--- src/rtl/ohlc_pkg.sv ---
// ohlc_pkg: shared types and constants of the candle aggregator
package ohlc_pkg;

	localparam int unsigned MAX_FILL_DEFAULT = 63;
	localparam logic [15:0] PERIOD_RESET = 16'd60;

	// one trade item
	typedef struct packed {
		logic [31:0] trade_time;
		logic [31:0] trade_price;
	} trade_t;

	// one candle item
	typedef struct packed {
		logic [31:0] open_price;
		logic [31:0] high_price;
		logic [31:0] low_price;
		logic [31:0] close_price;
		logic [31:0] start_time;
		logic        last_of_run;
	} candle_t;

	// controller to datapath commands
	typedef struct packed {
		logic load_in;
		logic init;
		logic load_rem;
		logic first;
		logic look;
		logic step;
		logic roll;
		logic update;
	} ohlc_cmd_t;

	// datapath to controller status
	typedef struct packed {
		logic started;
		logic early;
		logic ge;
		logic more;
	} ohlc_stat_t;

endpackage

--- src/rtl/ohlc_dp.sv ---
// ohlc_dp: candle state, period register, gap counter and output register
module ohlc_dp import ohlc_pkg::*; #(
	parameter int unsigned MAX_FILL = MAX_FILL_DEFAULT
) (
	input  logic        clk,
	input  logic        arst_n,
	input  logic        cfg_we,
	input  logic [15:0] cfg_wdata,
	input  trade_t      in_item,
	input  ohlc_cmd_t   cmd,
	output ohlc_stat_t  stat,
	output candle_t     out_item
);

	localparam int unsigned CntW = $clog2(MAX_FILL + 1);

	logic [15:0]     period_q;
	logic            started_q;
	logic [31:0]     open_q, high_q, low_q, close_q, start_q;
	logic [31:0]     time_q, price_q;
	logic [31:0]     rem_q, stamp_q;
	logic [CntW-1:0] cnt_q;
	logic            more_q;
	candle_t         out_q;

	logic [31:0] per32;
	logic        ge;
	logic        more;

	// a zero period behaves as one second
	assign per32 = {16'b0, (period_q == 16'd0) ? 16'd1 : period_q};
	assign ge    = rem_q >= per32;
	assign more  = ge && (cnt_q < CntW'(MAX_FILL));

	assign stat.started = started_q;
	assign stat.early   = time_q < start_q;
	assign stat.ge      = ge;
	assign stat.more    = more_q;
	assign out_item     = out_q;

	// period register
	always_ff @(posedge clk or negedge arst_n) begin
		if (!arst_n) begin
			period_q <= PERIOD_RESET;
		end else if (cfg_we) begin
			period_q <= cfg_wdata;
		end
	end

	// captured trade
	always_ff @(posedge clk) begin
		if (cmd.load_in) begin
			time_q  <= in_item.trade_time;
			price_q <= in_item.trade_price;
		end
	end

	// current candle
	always_ff @(posedge clk or negedge arst_n) begin
		if (!arst_n) begin
			started_q <= 1'b0;
			open_q    <= '0;
			high_q    <= '0;
			low_q     <= '0;
			close_q   <= '0;
			start_q   <= '0;
		end else if (cmd.init) begin
			started_q <= 1'b1;
			open_q    <= price_q;
			high_q    <= price_q;
			low_q     <= price_q;
			close_q   <= price_q;
			start_q   <= time_q;
		end else if (cmd.roll) begin
			open_q  <= close_q;
			high_q  <= close_q;
			low_q   <= close_q;
			start_q <= time_q;
		end else if (cmd.update) begin
			close_q <= price_q;
			if (price_q > high_q) begin
				high_q <= price_q;
			end
			if (price_q < low_q) begin
				low_q <= price_q;
			end
		end
	end

	// elapsed time walked down one period per candle
	always_ff @(posedge clk or negedge arst_n) begin
		if (!arst_n) begin
			rem_q   <= '0;
			stamp_q <= '0;
			cnt_q   <= '0;
			more_q  <= 1'b0;
		end else begin
			if (cmd.load_rem) begin
				rem_q <= time_q - start_q;
			end else if (cmd.first) begin
				rem_q   <= rem_q - per32;
				stamp_q <= start_q;
				cnt_q   <= '0;
			end else if (cmd.step) begin
				rem_q   <= rem_q - per32;
				stamp_q <= stamp_q + per32;
				cnt_q   <= cnt_q + 1'b1;
			end
			if (cmd.look) begin
				more_q <= more;
			end
		end
	end

	// output register: finished candle first, then flat fill candles
	always_ff @(posedge clk) begin
		if (cmd.look) begin
			if (cnt_q == '0) begin
				out_q.open_price  <= open_q;
				out_q.high_price  <= high_q;
				out_q.low_price   <= low_q;
				out_q.close_price <= close_q;
				out_q.start_time  <= start_q;
			end else begin
				out_q.open_price  <= close_q;
				out_q.high_price  <= close_q;
				out_q.low_price   <= close_q;
				out_q.close_price <= close_q;
				out_q.start_time  <= stamp_q;
			end
			out_q.last_of_run <= !more;
		end
	end

endmodule

--- src/rtl/ohlc_ctrl.sv ---
// ohlc_ctrl: sequencer for one trade item and its candles
module ohlc_ctrl import ohlc_pkg::*; (
	input  logic       clk,
	input  logic       arst_n,
	input  logic       in_valid,
	output logic       in_stall,
	output logic       out_valid,
	input  logic       out_stall,
	input  ohlc_stat_t stat,
	output ohlc_cmd_t  cmd
);

	typedef enum logic [6:0] {
		ST_IDLE = 7'b0000001,
		ST_SUB  = 7'b0000010,
		ST_CMP  = 7'b0000100,
		ST_LOOK = 7'b0001000,
		ST_WAIT = 7'b0010000,
		ST_ROLL = 7'b0100000,
		ST_UPD  = 7'b1000000
	} state_t;

	state_t state_q, state_d;

	assign in_stall  = state_q != ST_IDLE;
	assign out_valid = state_q == ST_WAIT;

	// next state and commands
	always_comb begin
		state_d = state_q;
		cmd     = '0;
		unique case (state_q)
			ST_IDLE: begin
				if (in_valid) begin
					cmd.load_in = 1'b1;
					state_d     = ST_SUB;
				end
			end
			ST_SUB: begin
				if (!stat.started) begin
					cmd.init = 1'b1;
					state_d  = ST_IDLE;
				end else if (stat.early) begin
					state_d = ST_UPD;
				end else begin
					cmd.load_rem = 1'b1;
					state_d      = ST_CMP;
				end
			end
			ST_CMP: begin
				if (stat.ge) begin
					cmd.first = 1'b1;
					state_d   = ST_LOOK;
				end else begin
					state_d = ST_UPD;
				end
			end
			ST_LOOK: begin
				cmd.look = 1'b1;
				state_d  = ST_WAIT;
			end
			ST_WAIT: begin
				if (!out_stall) begin
					if (stat.more) begin
						cmd.step = 1'b1;
						state_d  = ST_LOOK;
					end else begin
						state_d = ST_ROLL;
					end
				end
			end
			ST_ROLL: begin
				cmd.roll = 1'b1;
				state_d  = ST_UPD;
			end
			ST_UPD: begin
				cmd.update = 1'b1;
				state_d    = ST_IDLE;
			end
			default: begin
				state_d = ST_IDLE;
			end
		endcase
	end

	// state register
	always_ff @(posedge clk or negedge arst_n) begin
		if (!arst_n) begin
			state_q <= ST_IDLE;
		end else begin
			state_q <= state_d;
		end
	end

endmodule

--- src/rtl/ohlc_candle_aggregator_unit.sv ---
// ohlc_candle_aggregator_unit: top level of the OHLC candle aggregator
// Takes one trade item at a time and returns the candles it closes: the
// finished candle, then at most MAX_FILL flat fill candles. The first trade
// after reset only starts a candle. The time a trade takes grows with the
// number of candles it emits, plus any output stall, set by the single
// compare-and-subtract unit that walks the elapsed time down one period
// per candle and the output register it waits on. Input stall stays high
// until the last candle of a trade has been taken and the state updated.
module ohlc_candle_aggregator_unit import ohlc_pkg::*; #(
	parameter int unsigned MAX_FILL = MAX_FILL_DEFAULT
) (
	input  logic        clk,
	input  logic        arst_n,
	input  logic        cfg_we,
	input  logic [15:0] cfg_wdata,
	input  logic        in_valid,
	output logic        in_stall,
	input  trade_t      in_item,
	output logic        out_valid,
	input  logic        out_stall,
	output candle_t     out_item
);

	ohlc_cmd_t  cmd;
	ohlc_stat_t stat;

	// sequencer
	ohlc_ctrl u_ctrl (
		.clk       (clk),
		.arst_n    (arst_n),
		.in_valid  (in_valid),
		.in_stall  (in_stall),
		.out_valid (out_valid),
		.out_stall (out_stall),
		.stat      (stat),
		.cmd       (cmd)
	);

	// candle state and arithmetic
	ohlc_dp #(
		.MAX_FILL (MAX_FILL)
	) u_dp (
		.clk       (clk),
		.arst_n    (arst_n),
		.cfg_we    (cfg_we),
		.cfg_wdata (cfg_wdata),
		.in_item   (in_item),
		.cmd       (cmd),
		.stat      (stat),
		.out_item  (out_item)
	);

`ifndef SYNTHESIS
	// no new trade is taken while a candle is on offer
	a_no_overlap: assert property (@(posedge clk) disable iff (!arst_n)
		out_valid |-> in_stall)
		else $error("trade item accepted while candle pending");

	// the last candle of a run ends the burst
	a_last_ends: assert property (@(posedge clk) disable iff (!arst_n)
		(out_valid && !out_stall && out_item.last_of_run) |=> !out_valid)
		else $error("candle offered after last of run");

	// a candle that is not the last is followed by another
	a_run_goes_on: assert property (@(posedge clk) disable iff (!arst_n)
		(out_valid && !out_stall && !out_item.last_of_run) |-> ##2 out_valid)
		else $error("run of candles ended without last marker");
`endif

endmodule
--- config.mk ---
export PLATFORM = sky130hd
export DESIGN_NAME = ohlc_candle_aggregator_unit
export DESIGN_NICKNAME = d
export VERILOG_FILES = /design/src/rtl/ohlc_pkg.sv /design/src/rtl/ohlc_dp.sv /design/src/rtl/ohlc_ctrl.sv /design/src/rtl/ohlc_candle_aggregator_unit.sv
export SDC_FILE = /design/constraint.sdc
export NUM_CORES = 1
export LEC_CHECK = 0
export ABC_AREA = 1
export BUFFER_PORTS_ARGS = -buffer_cell sky130_fd_sc_hd__buf_4
export CAP_MARGIN = 20
export CORE_MARGIN = 2
export CORE_UTILIZATION = 55
export DETAILED_ROUTE_END_ITERATION = 10
export HOLD_SLACK_MARGIN = 0.08
export PLACE_DENSITY = 0.72
export SLEW_MARGIN = 0
export SYNTH_ARGS = -nofsm -noshare
export SYNTH_HDL_FRONTEND = slang
export SYNTH_SLANG_ARGS = --single-unit
--- constraint.sdc ---
create_clock -name clk -period 25.4 [get_ports clk]
set_input_delay 2.54 -clock clk [delete_from_list [all_inputs] [get_ports clk]]
set_output_delay 2.54 -clock clk [all_outputs]
set_load 0.03 [all_outputs]
==> metrics.txt <==
Yosys warning total 0; total CTS buffers 50; global-route wire length before repair 119000 um; final hold violation count 0; chain of cells forming the critical path inv_1, nand4_1, o41ai_1, ha_1, fa_1, nor2_1, o21ai_1, nand2_1, nand2_2, nand3_2, nand2_4, nand2_4, nor2_4, nand2_1, nand3_1; setup repair after global routing missed its margin no; Required @ worst endpoint 25940 ps; complex-gate fraction of the synthesized area 9.10%; Pre-Repair DR Iteration Count 8; H-tree lvl count 2; share of the synthesized area in the top cell type 25.8%; final routed wirelength across all metal layers 77000 um; outcome finished clean; final weighted congestion in routability-driven placement 0.949; leading area contributor after synthesis sky130_fd_sc_hd__edfxtp_1; global-route usage over all layers 30.8%; count of nets left with antenna violations after detail routing 0; data arrival at the endpoint of the critical path 5470 ps; Diodes inserted 0; Post-CTS Setup Inserts 0; post-synthesis simple-gate area fraction 24.0%; FP Rows 79; Period Utilization, post-route 19.4%; post-synthesis average cell area 8.14 um2; per-cell via count in the routed design 5.52; cell family with most CP delay simple AND/OR/NAND/NOR gates; element type at the critical path end register; HPWL Detailed 57100 um; clock tree from TritonCTS done; total number of nets in the final design 3641; horizontal extent of the die 222 um; kind of launch point of the worst setup path register; initial standard-cell utilization of the core 56.0%; Critical-path top delay cell sky130_fd_sc_hd__nor2_4; Worst VDD drop 0.0845 mV; Pins Over Slew Limit 0; final core occ 64.7%; Max Clock Skew 30.8 ps; average routed wire per standard cell 18.9 um; Cell variety after synth 48; classification of the worst-slack hold path reg -> reg; clock buffer depth 3; worst setup path class reg -> reg; number of setup violations in the final report 0; die height 222 um; post-cts repair resize count 0; number of input and output port buffers inserted 247; largest net degree at the start of global routing 98; overflow left after global routing 0; number of inserted filler cells in the final layout 3985; Main synth FF type sky130_fd_sc_hd__dfrtp_1; power per cell area 122 mW/mm2; number of buffers added to fix hold violations after cts 0; synth cell count leaders 1083 x sky130_fd_sc_hd__nand2_1, 467 x sky130_fd_sc_hd__inv_1, 292 x sky130_fd_sc_hd__o21ai_0; vias after detailed routing 22500; Ports 248; number of antenna violations at the first check in global routing 0; synthesis-stage register bit count 480; highest net fanout along the worst path 53; cell with the most instances after synthesis sky130_fd_sc_hd__nand2_1; fraction of registers with async set/reset 53.1%; proportion of layout cells with a drive suffix above 1 11.1%; remaining design rule violation count 0; leakage component of the power 14.7 nW; sum of buffers and inverters on the critical path 1; Total Negative Setup Slacks 0 ps; CORE AREA 0.0468 mm2; cells taking the most area after synthesis sky130_fd_sc_hd__edfxtp_1 26%, sky130_fd_sc_hd__dfrtp_1 24%, sky130_fd_sc_hd__nand2_1 16%, sky130_fd_sc_hd__inv_1 6.7%, sky130_fd_sc_hd__ha_1 6.2%; slew at the pin with the worst max-slew slack 1080 ps; achievable frequency 203 MHz; Maximum Capacitance Violations 0; Final min period 4930 ps; area growth from synthesis to layout 15.5%; Clock transition at path regs 60 ps; main combinational cell family by area after synthesis simple AND/OR/NAND/NOR gates; Mapped Area 0.0262 mm2; vias in the first global route 21300; slew margin rel. 27.8%; xor and xnor area share after synthesis 1.47%; Clk Tree Root Cell sky130_fd_sc_hd__clkbuf_16; mux contribution to synthesized area 0%; delay of the slowest cell on the worst path 760 ps; instance count of the mapped netlist 3216; Total Die Area 0.0493 mm2; number of enable-type register cells in the synthesized netlist 225; sequential-to-total area share from yosys stat 50.2%; number of clock sinks 480; insertion delay to the later sink of the worst-skew pair 630 ps; 1st-iter DRT viols 1945; adder-cell area share of the yosys netlist 6.40%; Synth Net Count 3433
-- state kept, by name (all words and copies together), names as in the netlist --
signal and cells:
u_dp.started_q 1, u_dp.cnt_q 6, u_dp.out_item 161, u_dp.high_q 32, u_dp.low_q 32, u_dp.open_q 32, u_dp.close_q 32, u_dp.stamp_q 32
u_dp.more_q 1, u_dp.rem_q 32, u_dp.start_q 32, u_dp.price_q 32, u_dp.period_q 16, u_ctrl.state_q 7, u_dp.time_q 32
-- worst min-delay path: cells and delay by family (launching register included) --
| kind | cells | cell delay (ps) |
|---|---|---|
| flops | 1 | 340 |
| simple gates | 2 | 110 |
-- kinds of logic after synthesis --
kind of cell	Yosys count
flip-flops	480
adder cells (fa/ha/maj)	132
AND/OR/NAND/NOR	1533
buffers and inverters	590
AO/OA/AOI/OAI	437
XOR/XNOR	44
-- per-stage QoR --
step	total power, mW	area (um2)	hold slack [ps]	cells	setup WS [ps]
final	3.69	30200	475	4073	20470
after global routing	3.94	30200	492	4073	20180
after CTS	3.67	30200	475	4070	20510
after detailed placement	2.90	28500	458	3976	19870
after global placement	2.87	28400	454	3975	20000
after floorplan	2.38	26200	434	3216	7480
-- layer usage --
layer	vias to the layer above	GRT usage, %	routed length (um)
met5	-	0	0
met4	0	13.2	3300
met3	191	4.08	4640
met2	901	52.7	37900
met1	10600	39.3	31100
li1	10800	-	-
-- worst paths after layout --
| path | startpoint | endpoint | slack, ps | depth (start not counted) |
|---|---|---|---|---|
| max reg2reg | u_dp.period_q[7] | u_dp.rem_q[0] | 20470 | 15 |
| max in group asynchronous | arst_n | u_dp.open_q[16] | 20650 | 4 |
| min | u_dp.low_q[3] | u_dp.low_q[3] | 470 | 2 |
| max | u_dp.period_q[7] | u_dp.rem_q[0] | 20470 | 15 |
| min reg2reg | u_dp.low_q[3] | u_dp.low_q[3] | 470 | 2 |
| min in group asynchronous | arst_n | u_dp.start_q[3] | 1840 | 1 |
-- cell usage in the layout, fill, tap and decap left out, drive strengths merged, types with 5 or more instances in the layout --
| cell | instances |
|---|---|
| or2 | 5 |
| clkbuf | 70 |
| nor3 | 29 |
| o21a | 6 |
| buf | 265 |
| xnor2 | 27 |
| a21oi | 80 |
| o21ai | 304 |
| nand4 | 33 |
| nor2 | 141 |
| nand2 | 1090 |
| xor2 | 17 |
| dfrtp | 250 |
| and2 | 8 |
| dfstp | 5 |
| clkinv | 16 |
| o221ai | 31 |
| o21bai | 5 |
| ha | 129 |
| nand3 | 221 |
| inv | 483 |
| edfxtp | 225 |
-- power by group --
group          switching [mW]  leakage [nW]  internal [mW]
clock network           0.323         0.821          0.431
registers               0.168          5.34           1.08
logic                    1.13          8.58          0.553
total                    1.62          14.7           2.06
-- layout make-up --
| type | count | area (um2) | area share, % |
|---|---|---|---|
| clock buffers | 70 | 1440 | 4.76 |
| repair buffers | 265 | 2070 | 6.85 |
| flip-flops and latches | 480 | 13100 | 43.5 |
| multi-input cells | 2146 | 10800 | 35.6 |
| well taps | 607 | 759 | 2.51 |
| clock inverters | 24 | 254 | 0.840 |
| inverters | 481 | 1810 | 5.97 |
Note: power is estimated with default switching activity, not from simulation.
